==> src/rtl/core/multi_tap_text_entry_macros.svh <==
// ---------------------------------------------------------------------------
// multi_tap_text_entry_macros.svh
// Assertion macros shared by the multi-tap text entry RTL
// ---------------------------------------------------------------------------
`ifndef MULTI_TAP_TEXT_ENTRY_MACROS_SVH
`define MULTI_TAP_TEXT_ENTRY_MACROS_SVH

// same-cycle implication, checked outside reset
`define MTTE_ASSERT_IMP(label, clk, rst_n, ante, cons) \
	label: assert property (@(posedge clk) disable iff (!rst_n) (ante) |-> (cons)) \
		else $error("mtte assertion failed");

// next-cycle implication, checked outside reset
`define MTTE_ASSERT_NXT(label, clk, rst_n, ante, cons) \
	label: assert property (@(posedge clk) disable iff (!rst_n) (ante) |=> (cons)) \
		else $error("mtte assertion failed");

`endif

==> src/rtl/core/mtte_pkg.sv <==
// ---------------------------------------------------------------------------
// mtte_pkg
// Types, codes and key symbol tables for the multi-tap text entry block
// ---------------------------------------------------------------------------
package mtte_pkg;

	// input beat: key press or timer tick
	typedef struct packed {
		logic       mode;
		logic [3:0] key_code;
	} req_t;

	// output beat: character write or display clear
	typedef struct packed {
		logic       event_kind;
		logic [7:0] char_code;
		logic [5:0] cell_column;
		logic [1:0] cell_row;
		logic       last_of_run;
	} rsp_t;

	// input modes
	localparam logic MODE_KEY  = 1'b0;
	localparam logic MODE_TICK = 1'b1;

	// event kinds
	localparam logic EV_WRITE = 1'b0;
	localparam logic EV_CLEAR = 1'b1;

	// configuration register indexes
	localparam logic CFG_TIMEOUT  = 1'b0;
	localparam logic CFG_LINE_LEN = 1'b1;

	// key codes
	localparam logic [3:0] KEY_SPACE = 4'd0;
	localparam logic [3:0] KEY_ONE   = 4'd1;
	localparam logic [3:0] KEY_PQRS  = 4'd7;
	localparam logic [3:0] KEY_WXYZ  = 4'd9;
	localparam logic [3:0] KEY_STAR  = 4'd10;
	localparam logic [3:0] KEY_HASH  = 4'd11;
	localparam logic [3:0] KEY_COUNT = 4'd12;

	// characters used by the clear sequence and the key symbol tables
	localparam logic [7:0] CHAR_C     = 8'h43;
	localparam logic [7:0] CHAR_L     = 8'h4C;
	localparam logic [7:0] CHAR_SPACE = 8'h20;
	localparam logic [7:0] CHAR_ZERO  = 8'h30;
	localparam logic [7:0] CHAR_STAR  = 8'h2A;
	localparam logic [7:0] CHAR_HASH  = 8'h23;

	localparam logic [5:0] COL_MAX = 6'd63;
	localparam logic [7:0] IDLE_MAX = 8'hFF;

	// number of symbols on a key
	function automatic logic [2:0] key_count(input logic [3:0] key);
		logic [2:0] cnt;
		case (key)
			KEY_SPACE: cnt = 3'd2;
			KEY_ONE, KEY_STAR, KEY_HASH: cnt = 3'd1;
			KEY_PQRS, KEY_WXYZ: cnt = 3'd5;
			default: cnt = 3'd4;
		endcase
		return cnt;
	endfunction

	// first letter of a lettered key
	function automatic logic [7:0] key_base(input logic [3:0] key);
		logic [7:0] base;
		case (key)
			4'd2: base = 8'h41;
			4'd3: base = 8'h44;
			4'd4: base = 8'h47;
			4'd5: base = 8'h4A;
			4'd6: base = 8'h4D;
			4'd7: base = 8'h50;
			4'd8: base = 8'h54;
			4'd9: base = 8'h57;
			default: base = CHAR_SPACE;
		endcase
		return base;
	endfunction

	// symbol at a given tap position; the last position is the digit, except on star and hash
	function automatic logic [7:0] key_symbol(input logic [3:0] key, input logic [2:0] idx);
		logic [7:0] digit;
		logic [7:0] sym;
		digit = CHAR_ZERO + {4'd0, key};
		case (key)
			KEY_SPACE: sym = (idx == 3'd0) ? CHAR_SPACE : CHAR_ZERO;
			KEY_ONE:   sym = digit;
			KEY_STAR:  sym = CHAR_STAR;
			KEY_HASH:  sym = CHAR_HASH;
			default: begin
				if (idx == key_count(key) - 3'd1)
					sym = digit;
				else
					sym = key_base(key) + {5'd0, idx};
			end
		endcase
		return sym;
	endfunction

endpackage

==> src/rtl/core/multi_tap_text_entry.sv <==
// ---------------------------------------------------------------------------
// multi_tap_text_entry
// Multi-tap keypad text entry with cursor tracking and clear-screen detect
// ---------------------------------------------------------------------------
//
//  channel | signals                      | beat content
//  --------+------------------------------+----------------------------------
//  req     | req_valid, req_ready, req    | key press or timer tick
//  rsp     | rsp_valid, rsp_ready, rsp    | character write or display clear
//  cfg     | cfg_we, cfg_index, cfg_data  | timeout and line length registers
//
//  an input beat is taken every cycle while the result queue has two free slots
//  each beat is processed in the cycle it is accepted; its results are registered in the result queue, which drives rsp
//  a beat yields zero, one or two results; results drain one per cycle while rsp_ready is high from a 4-entry queue
//  reset clears the entry state and queue pointers to home cursor, default timeout 2 and line length 16
//  a stalled rsp holds the queue; req_ready drops once fewer than two slots are free
//
`include "multi_tap_text_entry_macros.svh"

module multi_tap_text_entry (
	input  logic          clk,
	input  logic          arst_n,
	input  logic          req_valid,
	output logic          req_ready,
	input  mtte_pkg::req_t req,
	output logic          rsp_valid,
	input  logic          rsp_ready,
	output mtte_pkg::rsp_t rsp,
	input  logic          cfg_we,
	input  logic          cfg_index,
	input  logic [7:0]    cfg_data
);
	import mtte_pkg::*;

	localparam int QDEPTH = 4;
	localparam int QAW    = $clog2(QDEPTH);

	// configuration registers
	logic [7:0] timeout_q;
	logic [5:0] line_len_q;

	// entry state
	logic [3:0] prev_key_q;
	logic [2:0] tap_q;
	logic [5:0] col_q;
	logic [1:0] row_q;
	logic       pending_q;
	logic       seen_q;
	logic       home_q;
	logic [7:0] shown_q;
	logic [7:0] hist_q [3];
	logic [5:0] col_last_q;
	logic [7:0] idle_q;

	// result queue
	rsp_t           queue_q [QDEPTH];
	logic [QAW-1:0] wr_ptr_q;
	logic [QAW-1:0] rd_ptr_q;
	logic [QAW:0]   count_q;

	logic       accept;
	logic       is_tick;
	logic       key_ok;
	logic [7:0] idle_inc;
	logic       expired;
	logic       differ;
	logic       do_commit;
	logic       match;
	logic       clr;
	logic       home;
	logic [5:0] col_adv;
	logic [5:0] col_a;
	logic [5:0] col_b;
	logic [1:0] row_b;
	logic       wrap;
	logic [5:0] col_c;
	logic [1:0] row_c;
	logic [2:0] tap_a;
	logic [2:0] tap_b;
	logic [2:0] cnt;
	logic [2:0] idx;
	logic [2:0] tap_n;
	logic [7:0] ch;
	logic [1:0] n_push;
	logic       pop;
	rsp_t       ent_clr;
	rsp_t       ent_wr;
	rsp_t       ent0;

	assign accept  = req_valid && req_ready;
	assign is_tick = (req.mode == MODE_TICK);
	assign key_ok  = (req.key_code < KEY_COUNT);

	// tick path: saturating idle count and timeout check
	assign idle_inc = (idle_q == IDLE_MAX) ? idle_q : idle_q + 8'd1;
	assign expired  = (idle_inc >= timeout_q);

	// commit decision and clear-sequence match
	assign differ    = seen_q && (prev_key_q != req.key_code);
	assign do_commit = is_tick ? (expired && pending_q)
	                           : (key_ok && differ && (col_q == col_last_q));
	assign match     = (hist_q[1] == CHAR_C) && (hist_q[0] == CHAR_L) && (shown_q == CHAR_C);
	assign clr       = do_commit && match;
	assign col_adv   = (col_q == COL_MAX) ? col_q : col_q + 6'd1;

	// key path: cursor move, homing and line wrap
	assign home  = home_q || clr;
	assign col_a = do_commit ? col_adv : col_q;
	assign col_b = home ? 6'd1 : col_a;
	assign row_b = home ? 2'd1 : row_q;
	assign wrap  = (col_b > line_len_q);
	assign col_c = wrap ? 6'd1 : col_b;
	assign row_c = wrap ? ((row_b == 2'd1) ? 2'd2 : 2'd1) : row_b;

	// key path: tap position and symbol lookup
	assign tap_a = differ ? 3'd0 : tap_q;
	assign tap_b = wrap ? 3'd0 : tap_a;
	assign cnt   = key_count(req.key_code);
	always_comb begin
		if (cnt == 3'd1) begin
			idx   = 3'd0;
			tap_n = tap_b;
		end else begin
			idx   = (tap_b < cnt) ? tap_b : 3'd0;
			tap_n = (idx + 3'd1 == cnt) ? 3'd0 : idx + 3'd1;
		end
	end
	assign ch = key_symbol(req.key_code, idx);

	// result entries for this beat
	always_comb begin
		ent_clr.event_kind  = EV_CLEAR;
		ent_clr.char_code   = 8'd0;
		ent_clr.cell_column = 6'd1;
		ent_clr.cell_row    = 2'd1;
		ent_clr.last_of_run = is_tick;
		ent_wr.event_kind   = EV_WRITE;
		ent_wr.char_code    = ch;
		ent_wr.cell_column  = col_c;
		ent_wr.cell_row     = row_c;
		ent_wr.last_of_run  = 1'b1;
		ent0 = clr ? ent_clr : ent_wr;
	end

	// number of results this beat pushes
	always_comb begin
		n_push = 2'd0;
		if (accept) begin
			if (is_tick)
				n_push = clr ? 2'd1 : 2'd0;
			else if (key_ok)
				n_push = clr ? 2'd2 : 2'd1;
		end
	end

	// configuration writes
	always_ff @(posedge clk or negedge arst_n) begin
		if (!arst_n) begin
			timeout_q  <= 8'd2;
			line_len_q <= 6'd16;
		end else if (cfg_we) begin
			if (cfg_index == CFG_TIMEOUT)
				timeout_q <= cfg_data;
			else
				line_len_q <= cfg_data[5:0];
		end
	end

	// entry state update
	always_ff @(posedge clk or negedge arst_n) begin
		if (!arst_n) begin
			prev_key_q <= 4'd0;
			tap_q      <= 3'd0;
			col_q      <= 6'd1;
			row_q      <= 2'd1;
			pending_q  <= 1'b0;
			seen_q     <= 1'b0;
			home_q     <= 1'b0;
			shown_q    <= 8'd0;
			hist_q[0]  <= 8'd0;
			hist_q[1]  <= 8'd0;
			hist_q[2]  <= 8'd0;
			col_last_q <= 6'd0;
			idle_q     <= 8'd0;
		end else if (accept) begin
			if (do_commit) begin
				hist_q[2] <= hist_q[1];
				hist_q[1] <= hist_q[0];
				hist_q[0] <= shown_q;
			end
			if (is_tick) begin
				idle_q <= idle_inc;
				if (expired) begin
					tap_q <= 3'd0;
					if (pending_q) begin
						col_q     <= col_adv;
						pending_q <= 1'b0;
						if (match)
							home_q <= 1'b1;
					end
				end
			end else if (key_ok) begin
				idle_q     <= 8'd0;
				pending_q  <= 1'b1;
				seen_q     <= 1'b1;
				home_q     <= 1'b0;
				col_q      <= col_c;
				row_q      <= row_c;
				tap_q      <= tap_n;
				shown_q    <= ch;
				prev_key_q <= req.key_code;
				col_last_q <= col_c;
			end
		end
	end

	// result queue pointers and fill count
	assign pop       = rsp_valid && rsp_ready;
	assign rsp_valid = (count_q != '0);
	assign req_ready = (count_q <= (QAW+1)'(QDEPTH - 2));
	assign rsp       = queue_q[rd_ptr_q];

	always_ff @(posedge clk or negedge arst_n) begin
		if (!arst_n) begin
			wr_ptr_q <= '0;
			rd_ptr_q <= '0;
			count_q  <= '0;
		end else begin
			wr_ptr_q <= wr_ptr_q + QAW'(n_push);
			if (pop)
				rd_ptr_q <= rd_ptr_q + QAW'(1);
			count_q <= count_q + (QAW+1)'(n_push) - (QAW+1)'(pop);
		end
	end

	// result queue storage
	always_ff @(posedge clk) begin
		if (n_push != 2'd0)
			queue_q[wr_ptr_q] <= ent0;
		if (n_push == 2'd2)
			queue_q[wr_ptr_q + QAW'(1)] <= ent_wr;
	end

	// checks
	`MTTE_ASSERT_IMP(a_count_bound, clk, arst_n, 1'b1, count_q <= (QAW+1)'(QDEPTH))
	`MTTE_ASSERT_IMP(a_row_legal, clk, arst_n, 1'b1, (row_q == 2'd1) || (row_q == 2'd2))
	`MTTE_ASSERT_IMP(a_col_nonzero, clk, arst_n, 1'b1, col_q != 6'd0)
	`MTTE_ASSERT_IMP(a_partner_queued, clk, arst_n, rsp_valid && !rsp.last_of_run, count_q >= (QAW+1)'(2))
	`MTTE_ASSERT_NXT(a_tick_commit, clk, arst_n, accept && is_tick && expired, !pending_q)

endmodule
==> config.mk <==
export PLATFORM = sky130hd
export DESIGN_NAME = multi_tap_text_entry
export DESIGN_NICKNAME = d
export VERILOG_FILES = /design/src/rtl/core/mtte_pkg.sv /design/src/rtl/core/multi_tap_text_entry.sv
export VERILOG_INCLUDE_DIRS = /design/src /design/src/rtl/core
export SDC_FILE = /design/constraint.sdc
export NUM_CORES = 1
export LEC_CHECK = 0
export ABC_AREA = 1
export ABC_CLOCK_PERIOD_IN_PS = 15300
export BUFFER_PORTS_ARGS = -buffer_cell sky130_fd_sc_hd__buf_2
export CORE_ASPECT_RATIO = 1.75
export CORE_MARGIN = 2
export CORE_UTILIZATION = 50
export CTS_CLUSTER_SIZE = 12
export DETAILED_ROUTE_END_ITERATION = 12
export PLACE_DENSITY = 0.67
export SLEW_MARGIN = 25
export SYNTH_ARGS = -nofsm -noshare
export SYNTH_HDL_FRONTEND = slang
export SYNTH_SLANG_ARGS = --single-unit
==> constraint.sdc <==
create_clock -name clk -period 15.3 [get_ports clk]
set_input_delay 1.53 -clock clk [delete_from_list [all_inputs] [get_ports clk]]
set_output_delay 1.53 -clock clk [all_outputs]
set_load 0.02 [all_outputs]
==> flow_metrics.env, run 1 <==
export IMPL_async_flop_share=0.517
export IMPL_die_y_um=171
export IMPL_post_route_util=0.569
export IMPL_rows=61
export IMPL_wire_per_inst_um=14.6
export IMPL_drive_gt1_frac=0.117
export IMPL_fill_cells=1458
export IMPL_postCtsSetupBuffers=0
export IMPL_syn_area_mm2=0.00795
export IMPL_hpwl_mm=12.2
export IMPL_final_nets=1042
export IMPL_final_common_cell="nand2_1"
export IMPL_ioPinCount=39
export IMPL_final_cell_mix="206 x nand2_1, 138 x nor2_1, 116 x inv_1, 89 x o21ai_0, 73 x dfrtp_1"
export IMPL_endpoint_kind="flip-flop"
export IMPL_outcome="finished, final reports clean"
export IMPL_worstPathMaxFanout=12
export IMPL_critPathKind="flip-flop to flip-flop"
export IMPL_tightest_slew_ns=0.985
export IMPL_cp_slowest_cell="a21oi_1"
export IMPL_slowest_delay_ns=0.43
export IMPL_synth_cell_type_count=47
export IMPL_final_setup_tns_ns=0
export IMPL_clock_root_buffer="clkbuf_16"
export IMPL_synth_seq_area_share=0.505
export IMPL_cap_violations=0
export IMPL_hp_class="flip-flop to flip-flop"
export IMPL_num_antenna_cells=0
export IMPL_cts_htree_levels=4
export IMPL_initial_utilization=0.505
export IMPL_clk_pin_slew_worst_paths_ns=0.06
export IMPL_wirelength_mm=17.4
export IMPL_synthToLayoutAreaGrowth_pct=12.6
export IMPL_yosysWarnings=0
export IMPL_rsz0062_at_grt="false"
export IMPL_rrSetupSlack_ns=8.34
export IMPL_grt_overflow_total=0
export IMPL_synth_edf_count=64
export IMPL_route_vias_total=6269
export IMPL_peakVddDrop_uv=77.4
export IMPL_fmax_mhz=144
export IMPL_tritoncts="built"
export IMPL_die_w_um=99.3
export IMPL_fin_area_mm2=0.00895
export IMPL_finalSetupViolations=0
export IMPL_power_leakage_nw=4.19
export IMPL_slew_headroom=0.339
export IMPL_post_route_drc_count=0
export IMPL_multi_input_area_mm2=0.00339
export IMPL_dp_cells=1161
export IMPL_viasPerCell=5.25
export IMPL_synth_seq_cells=149
export IMPL_critPathBufInv=7
export IMPL_portBuffers=38
export IMPL_syn_avg_cell_area_um2=8.35
export IMPL_cts_resized=0
export IMPL_grt_pass1_vias=6081
export IMPL_placed_area_mm2=0.00831
export IMPL_dr_pass1_iters=5
export IMPL_crit_top_cell="nand2_1"
export IMPL_worstPathRequired_ns=15.48
export IMPL_clkLatencyLatePin_ns=0.42
export IMPL_ant_nets=0
export IMPL_die_area_mm2=0.0170
export IMPL_cts_inserted_buffers=17
export IMPL_seqCellArea_mm2=0.00401
export IMPL_grt_max_degree=78
export IMPL_finalMaxSlewViolations=0
export IMPL_grt_pass1_wl_mm=29.3
export IMPL_hold_viol=0
export IMPL_finalCritPeriodShare=0.455
export IMPL_grtUsageTotal=0.219
export IMPL_crit_arrival_ns=7.14
export IMPL_critPathLaunchType="flip-flop"
export IMPL_synth_main_ff_cell="dfrtp_1"
export IMPL_clock_sinks=149
export IMPL_drt_iter0_drc=325
export IMPL_clock_path_buffers=2
export IMPL_crit_family="simple AND/OR/NAND/NOR gates"
export IMPL_post_route_min_period_ns=6.96
export IMPL_p_per_area_mw_per_mm2=182
export IMPL_antenna_found_initial=0
export IMPL_core_area_mm2=0.0157
export IMPL_final_setup_skew_ns=0.00630
export IMPL_stdcell_count=1193
export IMPL_synth_cells=952
export IMPL_place_gp_congestion=0.921
export IMPL_hold_buffers=0
==> Yosys cell counts, types with 6 or more instances <==
master | number | share of area
xnor2_1 | 8 | 0.0088
dfrtp_1 | 73 | 0.23
a21oi_1 | 40 | 0.025
inv_2 | 7 | 0.0033
dfxtp_1 | 8 | 0.020
o21ai_1 | 8 | 0.0050
nand2_1 | 206 | 0.097
inv_1 | 116 | 0.055
nor2_1 | 138 | 0.065
o21ai_0 | 89 | 0.056
nand2_2 | 12 | 0.0094
xor2_1 | 14 | 0.015
nor3_1 | 6 | 0.0038
o22ai_1 | 19 | 0.015
nand3_1 | 35 | 0.022
ha_1 | 30 | 0.047
clkbuf_1 | 18 | 0.0085
edfxtp_1 | 64 | 0.24
nand4_1 | 10 | 0.0079
==> power by group <==
part,internal [W],switching (W)
clock,0.000275,0.000169
sequential,0.000515,0.0000743
combinational,0.000198,0.000401
==> stage by stage <==
stage | power [W] | worst slack, ns | hold slack, ns
4_1_cts | 0.00164 | 8.38 | 0.449
3_3_place_gp | 0.00119 | 8.72 | 0.436
5_1_grt | 0.00176 | 7.28 | 0.465
3_5_place_dp | 0.00120 | 8.48 | 0.439
6_report | 0.00163 | 8.34 | 0.450
2_1_floorplan | 0.00102 | 9.29 | 0.424
==> cell type report <==
cell class                 instances  share of cell area
clock buffer                      18              0.0480
clock inverter                    14              0.0222
inverter                         124              0.0520
multi-input combinational        659               0.379
sequential                       149               0.449
tap                              189              0.0264
timing repair buffer              40              0.0236
==> cell families after synthesis <==
kind of cell             Yosys count  synth area share
AND/OR/NAND/NOR                  430             0.230
AO/OA/AOI/OAI                    169             0.115
flip-flops                       149             0.505
buffers and inverters            147            0.0702
adder cells (fa/ha/maj)           32            0.0523
XOR/XNOR                          22            0.0242
multiplexers                       2           0.00268
other                              1          0.000472
==> final timing paths <==
kind | startpoint | endpoint | depth (start not counted)
setup / recovery | idle_q[0]$_DFFE_PN0P_ | queue_q[0][14]$_DFFE_PP_ | 43
hold / removal | queue_q[2][17]$_SDFFE_PP0P_ | queue_q[2][17]$_SDFFE_PP0P_ | 2
setup reg to reg | idle_q[0]$_DFFE_PN0P_ | queue_q[0][14]$_DFFE_PP_ | 43
hold reg to reg | queue_q[2][17]$_SDFFE_PP0P_ | queue_q[2][17]$_SDFFE_PP0P_ | 2
max in group asynchronous | arst_n | col_q[2]$_DFFE_PN0P_ | 1
min in group asynchronous | arst_n | hist_q[12]$_DFFE_PN0P_ | 1
==> sequential cells by signal, indices dropped and copies added (netlist names) <==
signal      cells
queue_q        72
hist_q         16
idle_q          8
shown_q         8
timeout_q       8
col_last_q      6
col_q           6
line_len_q      6
prev_key_q      4
count_q         3
tap_q           3
rd_ptr_q        2
row_q           2
wr_ptr_q        2
home_q          1
pending_q       1
seen_q          1
==> tightest hold or removal path, stage by stage, from the launching register on <==
cell and delay [ns]:
dfxtp_1 0.31, inv_1 0.05, a21oi_1 0.05
==> per-layer routing <==
layer	vias up	GRT usage	wire length [um]
met5	-	0	0
met4	0	0.0941	508
met3	35	0.0441	538
met2	112	0.384	9030
met1	2946	0.260	7310
li1	3176	-	-
Note: power is estimated with default switching activity, not from simulation.
==> run 2: changes to the inputs <==
ABC_AREA = 0   (was 1)
ABC_CLOCK_PERIOD_IN_PS = 6500   (was 15300)
clock period = 6.5 ns   (was 15.3 ns; I/O delays follow)
==> run 2 against run 1 <==
Critical path depth decreased by 12. Cell count fell by 16%. Area after synthesis up 1.2%. Register-to-register slack worse by 8.2 ns. Largest power group is now sequential cells. Total power up 120%. Global-route usage increased by 2.0 points. Combinational power increased by 120%. Count of clock-buffer cells in the layout unchanged. Clock power grew 110%. Fmax up 8.8%. Highest routed layer unchanged. Wire length is 12% higher.
==> flow_metrics.env, run 2 <==
export IMPL_final_setup_skew_ns=0.0111
export IMPL_synthToLayoutAreaGrowth_pct=16.8
export IMPL_wirelength_mm=19.5
export IMPL_dr_pass1_iters=5
export IMPL_synth_edf_count=64
export IMPL_die_w_um=99.9
export IMPL_num_antenna_cells=0
export IMPL_critPathLaunchType="flip-flop"
export IMPL_reg2reg_depth=31
export IMPL_rsz0062_at_grt="true"
export IMPL_setup_slack_ns=0.101
export IMPL_syn_area_mm2=0.00805
export IMPL_dp_cells=959
export IMPL_ioPinCount=39
export IMPL_viasPerCell=6.03
export IMPL_tightest_slew_ns=0.901
export IMPL_worstPathMaxFanout=7
export IMPL_synth_cells=744
export IMPL_outcome="finished, final reports clean"
export IMPL_synth_cell_type_count=76
export IMPL_clkLatencyLatePin_ns=0.43
export IMPL_crit_arrival_ns=6.54
export IMPL_max_flop_register="queue_q"
export IMPL_hold_viol=0
export IMPL_p_per_area_mw_per_mm2=390
export IMPL_drt_iter0_drc=286
export IMPL_yosys_area_top_type_share=0.239
export IMPL_wire_per_inst_um=19.4
export IMPL_finalMaxSlewViolations=0
export IMPL_cts_htree_levels=4
export IMPL_portBuffers=38
export IMPL_route_vias_total=6049
export IMPL_clock_root_buffer="clkbuf_16"
export IMPL_finalCritPeriodShare=0.984
export IMPL_post_route_min_period_ns=6.40
export IMPL_post_route_util=0.595
export IMPL_post_route_drc_count=0
export IMPL_pwr_share_comb=0.366
export IMPL_final_cell_mix="72 x nor2_1, 72 x dfrtp_1, 64 x edfxtp_1, 60 x nand2_1, 40 x inv_1"
export IMPL_fmax_mhz=156
export IMPL_critPathKind="flip-flop to flip-flop"
export IMPL_antenna_found_initial=0
export IMPL_endpoint_kind="flip-flop"
export IMPL_synth_common_cells="77 x nor2_1, 73 x dfrtp_1, 64 x edfxtp_1, 61 x nand2_1, 42 x o21ai_0"
export IMPL_top_regs="queue_q x72, hist_q x16"
export IMPL_largest_reg_flops=72
export IMPL_clk_pin_slew_worst_paths_ns=0.07
export IMPL_yosysWarnings=0
export IMPL_swShare=0.384
export IMPL_slew_headroom=0.395
export IMPL_cap_violations=0
export IMPL_synth_main_ff_cell="dfrtp_1"
export IMPL_synth_seq_area_share=0.499
export IMPL_hold_buffers=0
export IMPL_final_nets=852
export IMPL_die_y_um=172
export IMPL_hpwl_mm=13.9
export IMPL_grtUsageTotal=0.239
export IMPL_grt_overflow_total=0
export IMPL_cp_slowest_cell="fa_1"
export IMPL_rrSetupSlack_ns=0.10
export IMPL_clock_sinks=149
export IMPL_async_flop_share=0.517
export IMPL_yosysTopAreaCell="edfxtp_1"
export IMPL_finalSetupViolations=0
export IMPL_peakVddDrop_uv=199
export IMPL_power_leakage_nw=3.90
export IMPL_die_area_mm2=0.0172
export IMPL_hp_class="input port to async pin"
export IMPL_core_area_mm2=0.0158
export IMPL_power_frac_clock=0.257
export IMPL_place_gp_congestion=0.972
export IMPL_r2r_end="queue_q[2][10]$_DFFE_PP_"
export IMPL_netSwitchingPower_w=0.00141
export IMPL_final_setup_tns_ns=0
export IMPL_worstReg2RegStart="idle_q[1]$_DFFE_PN0P_"
export IMPL_hold_ws_ns=0.246
export IMPL_drive_gt1_frac=0.251
export IMPL_syn_avg_cell_area_um2=10.8
export IMPL_clock_path_buffers=2
export IMPL_ant_nets=0
export IMPL_slowest_delay_ns=0.48
export IMPL_pre_cts_ws_ns=-0.211
export IMPL_worstPathRequired_ns=6.64
export IMPL_grt_pass1_vias=6204
export IMPL_initial_utilization=0.509
export IMPL_rows=61
export IMPL_grt_max_degree=78
export IMPL_synth_most_common_cell="nor2_1"
export IMPL_synthTopCellsByArea="edfxtp_1 24%, dfrtp_1 23%, mux4_2 5.0%, ha_1 4.7%, nor2_1 3.6%"
export IMPL_stdcell_count=1003
export IMPL_internal_power_w=0.00226
export IMPL_synth_seq_cells=149
export IMPL_grt_pass1_wl_mm=31.9
export IMPL_sequentialPowerShare=0.377
export IMPL_cts_inserted_buffers=17
export IMPL_tritoncts="built"
run 2: cell count changes in the layout (fill, tap and decap cells not counted), sizes merged, moves of 18 or more:
cell / previous run / this run
o21ai: 98 / 48
mux4: 0 / 18
buf: 40 / 68
nand2: 221 / 61
nand3: 39 / 21
mux2: 1 / 25
nor2: 145 / 77
inv: 126 / 49
run 2: per-stage QoR:
step / power, W / cell area [um2]
2_1_floorplan: 0.00226 / 8070
3_3_place_gp: 0.00262 / 8500
3_5_place_dp: 0.00266 / 8500
4_1_cts: 0.00364 / 9150
5_1_grt: 0.00387 / 9400
6_report: 0.00367 / 9400
run 2: per-layer routing:
layer / global-route usage / share of wire / routed length (um)
met3: 0.0443 / 0.039 / 754
met5: 0 / 0 / 0
met4: 0.107 / 0.044 / 866
met1: 0.266 / 0.38 / 7310
met2: 0.439 / 0.54 / 10600
run 2: area by class of cell:
class	instances	area, um2
clock buffer	18	429
timing repair buffer	68	425
clock inverter	14	133
sequential	149	4020
multi-input combinational	525	4010
fill	1299	6400
inverter	40	150
tap	189	236
run 2: power by group through the flow:
stage	logic [W]	registers, W	clock network (W)
after floorplan	0.000965	0.00130	0
after global placement	0.00124	0.00138	0
after detailed placement	0.00127	0.00140	0
after CTS	0.00130	0.00138	0.000955
after global routing	0.00147	0.00141	0.000989
final	0.00134	0.00138	0.000943
run 2: worst max-delay path, delay by kind of cell, from the launching register on:
kind	cells	cell delay [ns]
adder cells (fa/ha/maj)	5	1.38
AND/OR/NAND/NOR	14	1.94
XOR/XNOR	1	0.17
AO/OA/AOI/OAI	11	2.20
flip-flops	1	0.41
run 2: cell families (layout without fill, tap and decap cells):
| group | count (synthesis) | in the layout | share of synthesized area |
|---|---|---|---|
| AO/OA/AOI/OAI | 166 | 166 | 0.140 |
| XOR/XNOR | 30 | 30 | 0.0327 |
| adder cells (fa/ha/maj) | 32 | 32 | 0.0516 |
| buffers and inverters | 73 | 140 | 0.0355 |
| flip-flops | 149 | 149 | 0.499 |
| multiplexers | 49 | 49 | 0.0928 |
| other | 1 | 4 | 0.000466 |
| AND/OR/NAND/NOR | 244 | 244 | 0.148 |
run 2: timing repair:
item	4_1_cts	5_1_grt
pin swaps	7	23
endpoints found under the setup margin	22	37
resized for setup	18	38
setup buffers	1	11
run 2: how the worst max path moves through the flow:
stage	from	to	slack, ns	cells past startpoint
after global routing	idle_q[1]$_DFFE_PN0P_	queue_q[0][10]$_DFFE_PP_	-0.16	31
after floorplan	idle_q[0]$_DFFE_PN0P_	queue_q[2][10]$_DFFE_PP_	0.02	33
after global placement	idle_q[1]$_DFFE_PN0P_	queue_q[1][12]$_DFFE_PP_	-0.09	32
final	idle_q[1]$_DFFE_PN0P_	queue_q[2][10]$_DFFE_PP_	0.10	31
after detailed placement	idle_q[1]$_DFFE_PN0P_	queue_q[0][12]$_DFFE_PP_	-0.21	30
after CTS	idle_q[1]$_DFFE_PN0P_	queue_q[2][10]$_DFFE_PP_	0.005	32
